## config.mk

```make
export PLATFORM = sky130hd
export DESIGN_NAME = ple_controller
export DESIGN_NICKNAME = d
export VERILOG_FILES = /design/src/rtl/ple_pkg.sv /design/src/rtl/ple_controller.sv
export VERILOG_INCLUDE_DIRS = /design/src /design/src/rtl
export SDC_FILE = /design/constraint.sdc
export NUM_CORES = 1
export LEC_CHECK = 0
export ABC_AREA = 1
export BUFFER_PORTS_ARGS = -buffer_cell sky130_fd_sc_hd__buf_2
export CAP_MARGIN = 20
export CORE_AREA = 2 2 46 48
export DETAILED_ROUTE_END_ITERATION = 10
export DIE_AREA = 0 0 48 50
export GPL_TIMING_DRIVEN = 0
export PLACE_DENSITY = 0.67
export SYNTH_ARGS = -nofsm -noshare
export SYNTH_HDL_FRONTEND = slang
export SYNTH_SLANG_ARGS = --single-unit
```

## constraint.sdc

```tcl
create_clock -name clk -period 1.7 [get_ports clk]
set_input_delay 0.34 -clock clk [delete_from_list [all_inputs] [get_ports clk]]
set_output_delay 0.34 -clock clk [all_outputs]
set_load 0.05 [all_outputs]
```

## src/rtl/positional_list_engine_macros.svh

```systemverilog
// Assertion macros for the positional list engine.
// Needs signals named clk and rst_n in the scope of each use.
`ifndef POSITIONAL_LIST_ENGINE_MACROS_SVH
`define POSITIONAL_LIST_ENGINE_MACROS_SVH

// Same-cycle implication.
`define PLE_ASSERT_IMPL(label, ante, cons, msg) \
    label: assert property (@(posedge clk) disable iff (!rst_n) (ante) |-> (cons)) \
        else $error(msg);

// Next-cycle implication.
`define PLE_ASSERT_NEXT(label, ante, cons, msg) \
    label: assert property (@(posedge clk) disable iff (!rst_n) (ante) |=> (cons)) \
        else $error(msg);

`endif

```

## src/rtl/ple_pkg.sv

```systemverilog
// Shared types and constants of the positional list engine.
// No dependencies.
package ple_pkg;

    localparam int DEF_CAPACITY = 256;
    localparam int REQ_W        = 3;
    localparam int VALUE_W      = 32;
    localparam int POS_W        = 10;
    localparam int STATUS_W     = 2;
    localparam int COUNT_W      = 9;

    typedef enum logic [REQ_W-1:0] {
        REQ_INS_FRONT = 3'd0,
        REQ_INS_BACK  = 3'd1,
        REQ_INS_POS   = 3'd2,
        REQ_DEL_FRONT = 3'd3,
        REQ_DEL_BACK  = 3'd4,
        REQ_DEL_POS   = 3'd5,
        REQ_READ      = 3'd6
    } req_t;

    typedef enum logic [STATUS_W-1:0] {
        ST_OK     = 2'd0,
        ST_BADPOS = 2'd1,
        ST_FULL   = 2'd2,
        ST_EMPTY  = 2'd3
    } status_t;

    // One datapath operation per cycle.
    typedef enum logic [3:0] {
        OP_NONE,
        OP_LOAD,      // capture request
        OP_START_UP,  // ptr = count-1
        OP_START_DN,  // ptr = idx+1
        OP_STEP_UP,   // read ptr, write pending word one slot up, ptr--
        OP_STEP_DN,   // read ptr, write pending word one slot down, ptr++
        OP_FLUSH_UP,  // write last pending word one slot up
        OP_FLUSH_DN,  // write last pending word one slot down, count--
        OP_PUT,       // write new word at idx, count++
        OP_DROP,      // count--
        OP_READ,      // read idx
        OP_TAKE,      // result word = read data
        OP_FAIL,      // result status = code
        OP_DELIVER    // result -> output register
    } op_t;

    typedef struct packed {
        op_t     op;
        status_t code;
    } ple_cmd_t;

    typedef struct packed {
        logic [REQ_W-1:0] req;
        logic             len_zero;
        logic             full;
        logic             ins_pos_ok;
        logic             del_pos_ok;
        logic             idx_at_end;
        logic             idx_is_last;
        logic             ptr_at_idx;
        logic             ptr_at_last;
    } ple_stat_t;

endpackage

```

## src/rtl/ple_controller.sv

```systemverilog
// Request sequencer: handshakes and per-cycle datapath commands.
// Depends on ple_pkg and the assertion macro header.
`include "positional_list_engine_macros.svh"

module ple_controller
    import ple_pkg::*;
(
    input  logic      clk,
    input  logic      rst_n,
    input  logic      in_valid,
    output logic      in_ready,
    output logic      out_valid,
    input  logic      out_ready,
    input  ple_stat_t stat,
    output ple_cmd_t  cmd
);

    typedef enum logic [3:0] {
        S_IDLE,
        S_DECODE,
        S_SHIFT_UP,
        S_FLUSH_UP,
        S_PUT,
        S_SHIFT_DN,
        S_FLUSH_DN,
        S_READ_WAIT,
        S_FINISH
    } state_t;

    state_t state_reg, state_next;
    logic   out_valid_reg;

    always_comb
    begin
        state_next = state_reg;
        cmd.op     = OP_NONE;
        cmd.code   = ST_OK;
        case (state_reg)
            S_IDLE:
            begin
                if (in_valid)
                begin
                    cmd.op     = OP_LOAD;
                    state_next = S_DECODE;
                end
            end
            S_DECODE:
            begin
                state_next = S_FINISH;
                case (stat.req)
                    REQ_INS_FRONT,
                    REQ_INS_BACK,
                    REQ_INS_POS:
                    begin
                        if ((stat.req == REQ_INS_POS) && !stat.ins_pos_ok)
                        begin
                            cmd.op   = OP_FAIL;
                            cmd.code = ST_BADPOS;
                        end
                        else if (stat.full)
                        begin
                            cmd.op   = OP_FAIL;
                            cmd.code = ST_FULL;
                        end
                        else if (stat.idx_at_end)
                            cmd.op = OP_PUT;
                        else
                        begin
                            cmd.op     = OP_START_UP;
                            state_next = S_SHIFT_UP;
                        end
                    end
                    REQ_DEL_FRONT,
                    REQ_DEL_POS:
                    begin
                        if ((stat.req == REQ_DEL_FRONT) && stat.len_zero)
                        begin
                            cmd.op   = OP_FAIL;
                            cmd.code = ST_EMPTY;
                        end
                        else if ((stat.req == REQ_DEL_POS) && !stat.del_pos_ok)
                        begin
                            cmd.op   = OP_FAIL;
                            cmd.code = ST_BADPOS;
                        end
                        else if (stat.idx_is_last)
                            cmd.op = OP_DROP;
                        else
                        begin
                            cmd.op     = OP_START_DN;
                            state_next = S_SHIFT_DN;
                        end
                    end
                    REQ_DEL_BACK:
                    begin
                        if (stat.len_zero)
                        begin
                            cmd.op   = OP_FAIL;
                            cmd.code = ST_EMPTY;
                        end
                        else
                            cmd.op = OP_DROP;
                    end
                    REQ_READ:
                    begin
                        if (!stat.del_pos_ok)
                        begin
                            cmd.op   = OP_FAIL;
                            cmd.code = ST_BADPOS;
                        end
                        else
                        begin
                            cmd.op     = OP_READ;
                            state_next = S_READ_WAIT;
                        end
                    end
                    default:
                    begin
                        cmd.op = OP_NONE;  // unused code: plain ok
                    end
                endcase
            end
            S_SHIFT_UP:
            begin
                cmd.op = OP_STEP_UP;
                if (stat.ptr_at_idx)
                    state_next = S_FLUSH_UP;
            end
            S_FLUSH_UP:
            begin
                cmd.op     = OP_FLUSH_UP;
                state_next = S_PUT;
            end
            S_PUT:
            begin
                cmd.op     = OP_PUT;
                state_next = S_FINISH;
            end
            S_SHIFT_DN:
            begin
                cmd.op = OP_STEP_DN;
                if (stat.ptr_at_last)
                    state_next = S_FLUSH_DN;
            end
            S_FLUSH_DN:
            begin
                cmd.op     = OP_FLUSH_DN;
                state_next = S_FINISH;
            end
            S_READ_WAIT:
            begin
                cmd.op     = OP_TAKE;
                state_next = S_FINISH;
            end
            S_FINISH:
            begin
                if (!out_valid_reg || out_ready)
                begin
                    cmd.op     = OP_DELIVER;
                    state_next = S_IDLE;
                end
            end
            default:
            begin
                state_next = S_IDLE;
            end
        endcase
    end

    always_ff @(posedge clk or negedge rst_n)
    begin
        if (!rst_n)
        begin
            state_reg     <= S_IDLE;
            out_valid_reg <= 1'b0;
        end
        else
        begin
            state_reg <= state_next;
            if (cmd.op == OP_DELIVER)
                out_valid_reg <= 1'b1;
            else if (out_ready)
                out_valid_reg <= 1'b0;
        end
    end

    assign in_ready  = (state_reg == S_IDLE);
    assign out_valid = out_valid_reg;

    `PLE_ASSERT_NEXT(a_accept_decode, in_valid && in_ready, state_reg == S_DECODE, "accept did not start decode")
    `PLE_ASSERT_NEXT(a_up_to_flush, (state_reg == S_SHIFT_UP) && stat.ptr_at_idx, state_reg == S_FLUSH_UP, "shift up overran target")
    `PLE_ASSERT_IMPL(a_deliver_free, cmd.op == OP_DELIVER, !out_valid_reg || out_ready, "result overwritten")

endmodule

```

==> results of run 1 <==
[power by group through the flow]
stage	Clock [uW]	Combinational (uW)	Sequential [uW]
3_3_place_gp	0	1020	213
4_1_cts	142	1340	232
5_1_grt	148	1520	239
6_report	137	1420	232
3_5_place_dp	0	1030	215
2_1_floorplan	0	781	247
[final cells by class]
cell class                 count  area [um^2]
clock buffer                   4        26.28
timing repair buffer          33        240.2
multi-input combinational     86        481.7
fill                         213        899.6
tap                           27        33.78
inverter                      23        90.09
sequential                     5        130.1
[layer usage]
metal / vias to the layer above / track usage [%] / routed length (um)
met1: 362 / 19.12 / 760
li1: 431 / - / -
met3: 2 / 3.297 / 72
met2: 23 / 29.56 / 965
met4: 0 / 4.054 / 10
met5: - / 0 / 0
[metrics by stage]
step           total power (uW)  instance area, um^2  hold slack [ns]  instances  setup TNS [ns]
2_1_floorplan              1028                653.1          0.04441        114         -0.1655
3_3_place_gp               1230                797.0           0.1533        163         -0.2339
3_5_place_dp               1242                797.0           0.1578        163         -0.3254
4_1_cts                    1715                965.9           0.3226        176         -0.5928
5_1_grt                    1907                 1002           0.3592        178          -1.078
6_report                   1789                 1002           0.3437        178         -0.6835
[cells in the final DEF, fill, tap and decap left out, types with 2 or more instances in the layout]
master	instances
clkbuf_4	3
o21ai_0	4
buf_2	16
nor2_1	10
nand2_1	38
nor2_2	2
buf_6	6
nand3_1	8
nand2_2	4
nand4_1	4
nand2_4	2
buf_4	9
inv_1	16
dfrtp_2	4
nor2_4	6
inv_2	6
[worst paths after layout]
| path | slack, ns | to |
|---|---|---|
| hold reg to reg | 0.61 | out_valid |
| setup / recovery | -0.14 | cmd[2] |
| setup reg to reg | 0.29 | state_reg[1] |
| min in group asynchronous | 0.44 | state_reg[0] |
| hold / removal | 0.34 | state_reg[0] |
| max in group asynchronous | 1.12 | out_valid |
[worst reg2reg max path, cell delays in order, from the launching register on]
cell	delay, ns
dfrtp_2	0.43
buf_4	0.16
nor2_4	0.10
buf_4	0.15
nand2_1	0.07
nor2_1	0.08
inv_1	0.05
o21ai_0	0.07
nor2_1	0.07
nand2_1	0.06
nand2_1	0.05
[logic make-up (layout without fill, tap and decap cells)]
| family | Yosys count | after routing |
|---|---|---|
| compound gates | 11 | 11 |
| buf+inv | 23 | 60 |
| simple gates | 75 | 75 |
| flops | 5 | 5 |
[timing repair]
item | CTS | global route
setup buffers | 8 | 2
gates resized for setup | 26 | 5
hold endpoints to repair | 5 | 0
hold buffers | 1 | 0
endpoints found under the setup margin | 6 | 6
pin swaps | 3 | 2
==> results.md, run 1 <==
- Violated checks: negative setup slack
- Final Max Slew Viols: 0
- Post-synth EDFFs: 0
- Area growth syn-to-layout: 61.49%
- Simple-gate portion of the synthesized area: 55.24%
- Router iterations before antenna repair: 4
- Global-route wire length before repair: 2939 um
- Sequential Power Share: 13.0%
- DR WL/cell: 10.16 um
- Layout Utilization: 52.70%
- I/O Buffers: 22
- Synth Instances: 114
- Crit path from: state_reg[3]
- Post-Syn Nets: 129
- Clk_skew: 0.001661 ns
- Core area: 1902 um^2
- GRT Total Usage: 16.59%
- # IOs: 23
- Initial Utilization: 32.63%
- Setup crit end kind: output port
- Cts bufs inserted: 3
- RR Startpoint: state_reg[3]
- Synth area leader: nand2_1
- Clock sink total: 5
- Crit path arrival time: 1.50 ns
- Slowest cell on the critical path: dfrtp_2
- Post-synthesis mux area share: 0%
- Combinational Power Share: 79.4%
- Top cell type's share of synthesized area: 24.80%
- NetSw: 1000 uW
- Clock Path Buffers: 2
- Net Sw Frac: 55.91%
- Post-synthesis adder-cell area fraction: 0%
- Final-stage net count: 167
- Via density: 4.596
- Synth warn: 0
- Worst VDD drop: 653.4 uV
- Final min period: 1.845 ns
- Power Density: 1785 nW/um^2
- Clock power share: 7.6%
- Hpwl dp: 1366 um
- Share of layout cells above drive strength 1: 43.05%
- Status: finished with violations
- Synthesized flop and latch total: 5
- Worst hold path class: input pin to register
- Most used cell, CP: nor2_4
- Residual DRC: 0
- Worst path bufs/invs: 3
- Compound-cell area share of the yosys netlist: 10.69%
- Hold Vio Cnt, Final: 0
- Crit-path max cell delay: 0.43 ns
- Fin crit share: 108.5%
- Worst slew pin tran: 0.2338 ns
- Cell variety after synth: 18
- Max transition margin: 84.25%
- Count leader, synth: nand2_1
- Async SR Flop Fraction: 100.0%
- Top_reg_cell synth: dfrtp_1
- Die area: 2400 um^2
- Die width: 48 um
- Max reg flops: 4
- Largest net degree at the start of global routing: 7
- Worst Path Required: 1.36 ns
- Critical path's top delay family: simple AND/OR/NAND/NOR gates
- Vias in the first global route: 759
- Clock Tree Root: clkbuf_4
- Clk_lat worst skew: 0.24 ns
- CTS tree: yes
- Die height: 50 um
- Xor-xnor portion of the synthesized cell area: 0%
- Seq/Total Area, Yosys: 20.16%
- Leakage: 0.0005512 uW
- Antenna violations before repair: 0
- Row count: 16
- CP Cell Sequence: nor2_4 > inv_2 > nor2_4 > buf_4 > nand2_1 > nand4_1 > buf_6
- CP Class: register to output port
- Crit path depth: 7
- Grt ovf: 0
- Synthesized area per cell: 5.444 um^2
- Max-cap violation count: 0
- Hold Crit Depth: 4
- H-Tree Depth: 1
- RSZ-0062 raised after global routing: true
- Max FO, Critical Path: 4
- Clock-pin slew on the worst setup and hold paths: 0.04 ns
- Commonest cells in the netlist: nand2_1, inv_1, nor2_1, nand3_1
- Detail Route Antenna Nets: 0
- Via count: 818
- DP Worst Slack: -0.1024 ns
- Final Wtd Congestion: 0.8019
- Syn Std Cell Area: 620.6 um^2
- Synth top area cells: nand2_1, dfrtp_1, inv_1
- Hold path start: stat[0]
- Post-route setup slack: -0.1450 ns
- Internal: 788.9 uW
- WL final: 1809 um
- Setup crit start kind: register
- Initial DRC count: 9
- Final setup vio count: 6
- Fmax achieved: 0.5420 GHz
- Ant diodes: 0
- Worst reg-to-reg path cell count: 10
- Largest family of logic cells by synthesized area: simple AND/OR/NAND/NOR gates
Power figures use the tool's default switching activity.
==> run 2: changes to the inputs <==
- CAP_MARGIN: 20 -> default
- RECOVER_POWER: default -> 25
==> run 2 against run 1 <==
Effect of this change:
- the flow still finishes with violations (negative setup slack)
- utilization decreased by 0.066 points
- final area decreased by 0.12%
- worst setup slack unchanged
- sequential power about the same
- register-to-register slack about the same
- power about the same
- die area unchanged
- sequential cell count unchanged
- largest power group unchanged
==> results.md, run 2 (synthesized netlist as in run 1, its figures left out) <==
- Share of layout cells above drive strength 1: 42.38% (was 43.05%)
- Detail Route Antenna Nets: 0 (unchanged)
- Crit-path max cell delay: 0.43 ns (about the same)
- Initial Utilization: 32.63% (unchanged)
- Row count: 16 (unchanged)
- Vias in the first global route: 759 (unchanged)
- Hold Vio Cnt, Final: 0 (unchanged)
- Final Wtd Congestion: 0.8019 (unchanged)
- Most frequent cells in the layout: nand2_1, inv_1, buf_2 (unchanged)
- Critical path's top delay family: simple AND/OR/NAND/NOR gates (unchanged)
- Via density: 4.596 (unchanged)
- Area growth syn-to-layout: 61.29% (was 61.49%)
- Die width: 48 um (unchanged)
- Ant diodes: 0 (unchanged)
- DR WL/cell: 10.16 um (unchanged)
- Die height: 50 um (unchanged)
- Grt ovf: 0 (unchanged)
- CP Cell Sequence: nor2_4 > inv_2 > nor2_4 > buf_4 > nand2_1 > nand4_1 > buf_6 (unchanged)
- Hpwl dp: 1366 um (unchanged)
- Final min period: 1.845 ns (unchanged)
- Worst path bufs/invs: 3 (unchanged)
- Final Max Slew Viols: 0 (unchanged)
- Router iterations before antenna repair: 4 (unchanged)
- Max FO, Critical Path: 4 (unchanged)
- Post-route setup slack: -0.1450 ns (unchanged)
- Via count: 818 (unchanged)
- Slowest cell on the critical path: dfrtp_2 (unchanged)
- Max-cap violation count: 0 (unchanged)
- Clk_lat worst skew: 0.24 ns (about the same)
- CP Class: register to output port (unchanged)
- Core area: 1902 um^2 (unchanged)
- Fin crit share: 108.5% (unchanged)
- Die area: 2400 um^2 (unchanged)
- Worst VDD drop: 653.4 uV (about the same)
- Worst slew pin tran: 0.2619 ns (was 0.2338 ns)
- Area post-placement: 797.0 um^2 (unchanged)
- Setup crit start kind: register (unchanged)
- Worst Path Required: 1.36 ns (about the same)
- GRT Total Usage: 16.59% (unchanged)
- Leakage: 0.0005484 uW (was 0.0005512 uW)
- I/O Buffers: 22 (unchanged)
- Clock sink total: 5 (unchanged)
- Multi-input gate area: 481.7 um^2 (unchanged)
- Crit path arrival time: 1.50 ns (about the same)
- Final setup vio count: 6 (unchanged)
- # IOs: 23 (unchanged)
- Fmax achieved: 0.5420 GHz (unchanged)
- Max transition margin: 82.54% (was 84.25%)
- Status: finished with violations (unchanged)
- WL final: 1809 um (unchanged)
- Worst hold path class: input pin to register (unchanged)
- Largest net degree at the start of global routing: 7 (unchanged)
- Residual DRC: 0 (unchanged)
- RSZ-0062 raised after global routing: true (unchanged)
- Most used cell, CP: nor2_4 (unchanged)
- Fin area: 1001 um^2 (was 1002 um^2)
- Most common cell after layout, fill and taps aside: nand2_1 (unchanged)
- Setup crit end kind: output port (unchanged)
- Clock Tree Root: clkbuf_4 (unchanged)
- Clock-pin slew on the worst setup and hold paths: 0.04 ns (about the same)
- Antenna violations before repair: 0 (unchanged)
- CTS tree: yes (unchanged)
- Clock Path Buffers: 2 (unchanged)
- Global-route wire length before repair: 2939 um (unchanged)
- H-Tree Depth: 1 (unchanged)
- Initial DRC count: 9 (unchanged)
- Power Density: 1787 nW/um^2 (was 1785 nW/um^2)
- Clk_skew: 0.001725 ns (was 0.001661 ns)
- Fillers: 214 (was 213)
- Final-stage net count: 167 (unchanged)
- Max reg flops: 4 (unchanged)
- Layout Utilization: 52.63% (was 52.70%)
- FF+latch area: 130.1 um^2 (unchanged)
- Violated checks: negative setup slack (unchanged)
- Cts bufs inserted: 3 (unchanged)
-- run 2: area by class of cell --
| type | instances | share of cell area, % |
|---|---|---|
| inverter | 23 | 9.000 |
| multi-input combinational | 86 | 48.12 |
| tap | 27 | 3.375 |
| timing repair buffer | 33 | 23.87 |
| sequential | 5 | 13.00 |
| clock buffer | 4 | 2.625 |
-- run 2: final timing paths --
path                         startpoint           end  slack, ns  depth (start not counted)
min reg2reg                   out_valid     out_valid       0.61                          2
max in group asynchronous         rst_n     out_valid       0.99                          2
min in group asynchronous         rst_n  state_reg[2]       0.48                          2
max                        state_reg[3]        cmd[2]      -0.14                          7
max reg2reg                state_reg[3]  state_reg[1]       0.29                         10
min                             stat[0]  state_reg[0]       0.34                          4
-- run 2: report_power, final --
group | leakage [uW] | internal (uW) | switching [uW]
Combinational | 0.000473 | 525 | 895
Clock | 0.0000150 | 88.7 | 48.0
Sequential | 0.0000602 | 175 | 57.4
Total | 0.000548 | 789 | 1000
-- run 2: worst reg2reg max path, cell delays in order (launching register included) --
cell and delay (ns):
dfrtp_2 0.43, buf_4 0.16, nor2_4 0.10, buf_4 0.15
nand2_1 0.07, nor2_1 0.08, inv_1 0.05, o21ai_0 0.07
nor2_1 0.07, nand2_1 0.06, nand2_1 0.05
-- run 2: stage by stage --
step	cells	total power, uW	hold slack, ns	setup TNS [ns]	worst slack, ns
floorplan	114	1028	0.04441	-0.1655	-0.08315
global placement	163	1230	0.1533	-0.2339	-0.07511
detailed placement	163	1242	0.1578	-0.3254	-0.1024
CTS	176	1715	0.3226	-0.5928	-0.1226
global route	178	1907	0.3592	-1.078	-0.2050
finish	178	1789	0.3437	-0.6835	-0.1450
-- run 2: what timing repair did --
| item | 4_1_cts | 5_1_grt |
|---|---|---|
| endpoints found under the setup margin | 6 | 6 |
| endpoints found under the hold margin | 5 | 0 |
| hold buffers | 1 | 0 |
| cloned | 0 | 0 |
| pin swaps | 3 | 2 |
| setup buffers | 8 | 2 |
| resized for setup | 26 | 5 |
-- run 2: layer usage --
layer / global-route usage (%) / part of all wire, % / up-vias
met5: 0 / 0 / -
met4: 4.054 / 0.55 / 0
met3: 3.297 / 4.0 / 2
met2: 29.56 / 53 / 23
met1: 19.12 / 42 / 362
li1: - / - / 431
